### src/hdl/sbon_pkg.sv
// Package with shared constants and types for the sheared box overlap block.
package sbon_pkg;
	localparam int COORD_BITS_DEF = 20;
	localparam int FRAC_BITS_DEF = 10;
	localparam int DEPTH_W = 20;

	typedef enum logic [2:0] {
		N_NONE = 3'd0,
		N_NEG_X = 3'd1,
		N_POS_X = 3'd2,
		N_NEG_Y = 3'd3,
		N_POS_Y = 3'd4,
		N_NEG_Z = 3'd5,
		N_POS_Z = 3'd6
	} normal_t;
endpackage

### src/hdl/sbon_div.sv
// Pipelined restoring signed divider, one quotient bit per stage, truncating toward zero.
module sbon_div
	import sbon_pkg::*;
#(
	parameter int NW = 42,
	parameter int DW = 21,
	parameter int TW = 8
) (
	input  logic                 clk,
	input  logic                 arst_n,
	input  logic                 in_valid,
	input  logic signed [NW-1:0] num,
	input  logic signed [DW-1:0] den,
	input  logic        [TW-1:0] tag,
	output logic                 out_valid,
	output logic signed [NW-1:0] quo,
	output logic        [TW-1:0] out_tag
);
	localparam int RW = DW + 1;

	logic          vld_q [0:NW];
	logic [NW-1:0] n_q   [0:NW];
	logic [DW-1:0] d_q   [0:NW];
	logic [RW-1:0] r_q   [0:NW];
	logic          neg_q [0:NW];
	logic [TW-1:0] tag_q [0:NW];

	always_comb begin
		vld_q[0] = in_valid;
		n_q[0] = num[NW-1] ? NW'(-num) : NW'(num);
		d_q[0] = den[DW-1] ? DW'(-den) : DW'(den);
		r_q[0] = '0;
		neg_q[0] = num[NW-1] ^ den[DW-1];
		tag_q[0] = tag;
	end

	for (genvar i = 0; i < NW; i++) begin : g_stage
		logic [RW-1:0] sh;
		logic [RW-1:0] df;
		logic          ge;
		assign sh = {r_q[i][RW-2:0], n_q[i][NW-1]};
		assign df = sh - {1'b0, d_q[i]};
		assign ge = (sh >= {1'b0, d_q[i]});
		always_ff @(posedge clk or negedge arst_n) begin
			if (!arst_n) vld_q[i+1] <= 1'b0;
			else vld_q[i+1] <= vld_q[i];
		end
		always_ff @(posedge clk) begin
			r_q[i+1] <= ge ? df : sh;
			n_q[i+1] <= {n_q[i][NW-2:0], ge};
			d_q[i+1] <= d_q[i];
			neg_q[i+1] <= neg_q[i];
			tag_q[i+1] <= tag_q[i];
		end
	end

	assign out_valid = vld_q[NW];
	assign quo = neg_q[NW] ? NW'(-n_q[NW]) : n_q[NW];
	assign out_tag = tag_q[NW];
endmodule

### config.mk
export PLATFORM = sky130hd
export DESIGN_NAME = sbon_div
export DESIGN_NICKNAME = d
export VERILOG_FILES = /design/src/hdl/sbon_pkg.sv /design/src/hdl/sbon_div.sv
export SDC_FILE = /design/constraint.sdc
export NUM_CORES = 2
export LEC_CHECK = 0
export BUFFER_PORTS_ARGS = -buffer_cell sky130_fd_sc_hd__buf_2
export CAP_MARGIN = 20
export CORE_MARGIN = 2
export CORE_UTILIZATION = 67
export DETAILED_ROUTE_END_ITERATION = 8
export PLACE_DENSITY_LB_ADDON = 0.05
export SYNTH_ARGS = -nofsm -noshare
export SYNTH_HDL_FRONTEND = slang
export SYNTH_SLANG_ARGS = --single-unit
### constraint.sdc
create_clock -name clk -period 9 [get_ports clk]
set_input_delay 0.9 -clock clk [delete_from_list [all_inputs] [get_ports clk]]
set_output_delay 0.9 -clock clk [all_outputs]
set_load 0.03 [all_outputs]
* Yosys cells after proc, flatten, opt, wreduce, memory -nomap -nowiden
Index checks and enable logic that the tools add are counted.
Cells by class: add/sub/neg operators 44, order comparisons 42, multiplexer cells 44, bitwise operators 1
Operator list (count):
- 22-bit by 21-bit greater-or-equal comparator with 1-bit output | 41
- 21-bit 2-to-1 mux | 41
- 21-bit subtractor | 40
- 42-bit 2-to-1 mux | 2
- 42-bit negation | 2
- 1-bit by 21-bit greater-or-equal comparator with 1-bit output | 1
- 21-bit negation | 1
- 1-bit by 21-bit subtractor with 21-bit output | 1
- 1-bit 2-to-1 mux | 1
- 1-bit XOR | 1
Storage, ports and cells: bits in registers 3906, input bits 74, output and inout bits 51, word-level logic and storage cells 382

* Depth between registers and ports, before layout
word-level depth 4, gate-level depth with buffers 13, gate-level depth less buffers 12

* Least setup slack after synthesis
OpenSTA, ideal clock, no wires.
kind in2reg, start input num[5], end register r_q (netlist bit g_stage[1].sh[21]), setup time 0.138 ns, data arrival time 4.200 ns, required time 8.862 ns, path slack 4.662 ns, stages 12, path buffers 2, cell sequence or4_4 > or4_4 > or4_4 > or2_1 > nor2_1 > nand3_1 > ha_1 > inv_1 > clkbuf_1 > ha_1 > buf_1 > nor3_1
On the way: cells in the longest elaborated chain, start to end 3, elaborated cells on any way between the ends 4, classes of those cells add/sub (2); order compare (1); mux (1)
RTL lines:
- from (decl) | RTL line sbon_div.sv:12 | input logic signed [NW-1:0] num,
- 42-bit negation * | RTL line sbon_div.sv:30 | n_q[0] = num[NW-1] ? NW'(-num) : NW'(num);
- 42-bit 2-to-1 mux * | RTL line sbon_div.sv:30
- 1-bit by 21-bit subtractor with 21-bit output or 1-bit by 21-bit greater-or-equal comparator with 1-bit output (tied branches) | RTL line sbon_div.sv:42, sbon_div.sv:43
- to (signal, indexed assignment) | RTL line sbon_div.sv:49 | r_q[i+1] <= ge ? df : sh;
- to (decl) | RTL line sbon_div.sv:24 | logic [RW-1:0] r_q [0:NW];
Mark *: on every way between the ends. The rest lies on a longest branch, timed or not. A chain may end at the register's enable or synchronous reset.

* Final worst setup path
start register n_q[10] (netlist name), end output quo[41]
On the way: cells in the longest elaborated chain, start to end 2
RTL lines:
- from (decl) | RTL line sbon_div.sv:22 | logic [NW-1:0] n_q [0:NW];
- from (signal, indexed assignment) | RTL line sbon_div.sv:50 | n_q[i+1] <= {n_q[i][NW-2:0], ge};
- 42-bit negation | RTL line sbon_div.sv:58 | assign quo = neg_q[NW] ? NW'(-n_q[NW]) : n_q[NW];
- 42-bit 2-to-1 mux | RTL line sbon_div.sv:58
- to (decl) | RTL line sbon_div.sv:16 | output logic signed [NW-1:0] quo,
Every way passes these cells.

==> results.ini <==
[global_route]
grt_antenna_before_repair=22
first_global_vias=91017
gr-usage-all-layers_pct=29.9
grt_max_degree=44
overflow=0
grt_pass1_wl_um=488000

[cts]
h-tree-depth=5
holdBufCountCts=7
cts_tree=built
cts_resized=0
insertion_delay_ns=1.00
cts_buffer_depth=4
clkTransAtPathRegs_ns=0.07
cts_setup_buffers=0
cts_buffers=371
cts_sinks=3906
root_buffer=clkbuf_16

[timing]
slew-limit-headroom_pct=26.5
slew_viol_final=0
final.period_utilization_pct=65.2
layout_min_cycle_time_ns=5.87
hold_viol=0
finClkSkew_ns=0.0984
whs_ns=0.0994
tns_ns=0
rsz0062_at_grt=false
final-setup-viol-count=0
worst_slew_pin_slew_ns=1.10
max_freq_ghz=0.170

[yosys]
synth-edff-count=0
synth_top_family_by_area=compound AO/OA/AOI/OAI gates
synth_flop_cell=dfxtp_1
synth_xor_area_share_pct=4.64
synth_fa_ha_area_share_pct=8.68
synthMuxAreaShare_pct=3.77
synthArstFlopShare_pct=1.08
syn_inst=12193
synth_seq_cells=3906
syn_area_per_cell_um2=11.0
yosysSeqAreaShare_pct=58.5
yosysWarnings=0
synth_area_um2=134000
synthDistinctLibCells=86
synth_fp_nets=13173
synth-simple-area-share_pct=8.26
synth-compound-area-share_pct=12.4

[final_layout]
drive_above_1_share_pct=10.0
fin_nets=13519
area_growth_pct=12.2
fill_cells=12403

[detailed_routing]
wl_per_cell_um=20.1
via_per_inst=5.75
via_count=89015
drc=0
wirelength_um=312000
drt_iter0_drc=7192
ant_nets=0
drt_first_pass_iters=8

[floorplan]
die-area_um2=204000
core_area_um2=199000
initial_core_util_pct=67.3
ios=125
die_w_um=451
die_h_um=451
num_rows=164

[pwr]
power_mw=57.7
p_per_area_nw_per_um2=384
peakVddDrop_uv=260
leakagePower_nw=67.7

[place]
io_buffers=124
gp_congestion=0.956
place.detailed.hpwl_um=211000

[critical_path]
required_ns=8.10
crit_fanout=5
crit_path_start=n_q[10]$_DFF_P_
crit_type=register to output pin
regToRegStartpoint=g_stage[39].sh[0]$_DFF_P_
worstPathArrival_ns=4.97
endpoint_kind=output pin
critPathLaunchType=register

[outcome]
status=finished, final reports clean

[worst_hold_path]
hold_class=input port to register
hold_start=tag[7]

[run]
cap_violations=0

==> flip-flops by register name (all words and copies together) (netlist names) <==
register and cells:
d_q 861, g_stage.sh 902, vld_q 41, tag_q 328, n_q 1723, neg_q 42, out_valid 1, out_tag 8
==> worst max-delay path: stages (launching register included) <==
cell     delay, ns
dfxtp_1       0.38
or4_1         0.70
nor3_1        0.64
nand4_1       0.44
or3_1         0.51
or3_1         0.42
o31ai_1       0.40
xnor2_1       0.23
buf_2         0.27
==> per-stage QoR <==
step / instances / util (%) / setup WS [ns] / cell area [um2]
floorplan: 12193 / - / 4.66 / 134000
global placement: 14806 / 69.0 / 3.49 / 138000
detailed placement: 14806 / 69.0 / 3.44 / 138000
CTS: 15469 / 75.4 / 3.21 / 150000
global route: 15484 / 75.5 / 3.00 / 150000
finish: 15492 / 75.5 / 3.13 / 150000
==> path summary, 6_finish.rpt <==
| kind | to | slack, ns | depth (start not counted) |
|---|---|---|---|
| hold reg to reg | tag_q[297]$_DFF_P_ | 0.26 | 0 |
| setup / recovery | quo[41] | 3.13 | 8 |
| max in group asynchronous | vld_q[12]$_DFF_PN0_ | 7.85 | 2 |
| hold / removal | tag_q[335]$_DFF_P_ | 0.1 | 1 |
| setup reg to reg | g_stage[40].sh[12]$_DFF_P_ | 4.84 | 10 |
| min in group asynchronous | vld_q[40]$_DFF_PN0_ | 0.58 | 2 |
==> synthesized netlist by cell type (all sizes together), types with 43 or more instances <==
cell type	instances	area, um2
o21ai	704	3520
a21oi	676	3380
and3	73	457
mux2i	43	430
nor2b	140	876
or3	112	712
nand2	640	2400
xnor2	473	4140
a21o	331	2480
mux2	411	4630
ha	866	10800
nand2b	82	513
o31ai	88	661
nand4	125	782
a211oi	79	593
nor2	524	1970
nor3	207	1090
o21bai	65	488
xor2	238	2080
dfxtp	3864	77400
o21a	180	1350
nand3	141	706
inv	1127	4230
clkbuf	172	646
a31oi	111	694
nor4	60	375
==> layout make-up <==
cell class	count	area, um2	share of cell area [%]
flip-flops and latches	3906	78400	52.1
multi-input cells	6963	50700	33.7
clock buffers	508	10600	7.06
inverters	1127	4230	2.81
well taps	2656	3320	2.21
clock inverters	148	1910	1.27
repair buffers	170	1110	0.740
diodes	14	35.0	0.0233
==> where the power goes <==
part           total [mW]  switching, mW  internal, mW  leakage [nW]
clock                15.9           6.58          9.35          6.14
combinational        19.1           10.8          8.31          28.8
sequential           22.7           1.95          20.7          32.8
total                57.7           19.3          38.4          67.7
==> placed cells by master (no fill, tap or decap), drive strengths merged, types with 141 or more instances in the layout <==
cell type	n
o21ai	704
xnor2	473
a21o	331
clkbuf	508
nor3	207
buf	163
ha	866
nor2	524
o21a	180
a21oi	676
nand3	141
inv	1149
xor2	238
nand2	640
dfxtp	3864
mux2	411
==> cell families after synthesis <==
family                   Yosys count
flip-flops                      3906
AND/OR/NAND/NOR                 2267
XOR/XNOR                         711
multiplexers                     454
adder cells (fa/ha/maj)          906
buffers and inverters           1324
AO/OA/AOI/OAI                   2625
==> per-layer routing <==
layer | vias to the layer above | GRT usage [%] | share of wire [%] | routed length [um]
li1 | 42601 | - | - | -
met3 | 1051 | 5.47 | 5.6 | 17500
met4 | 8 | 15.8 | 5.5 | 17300
met2 | 3362 | 52.1 | 49 | 152000
met1 | 41993 | 34.9 | 40 | 125000
met5 | - | 0 | 0.014 | 43
(Power assumes the default switching activity.)
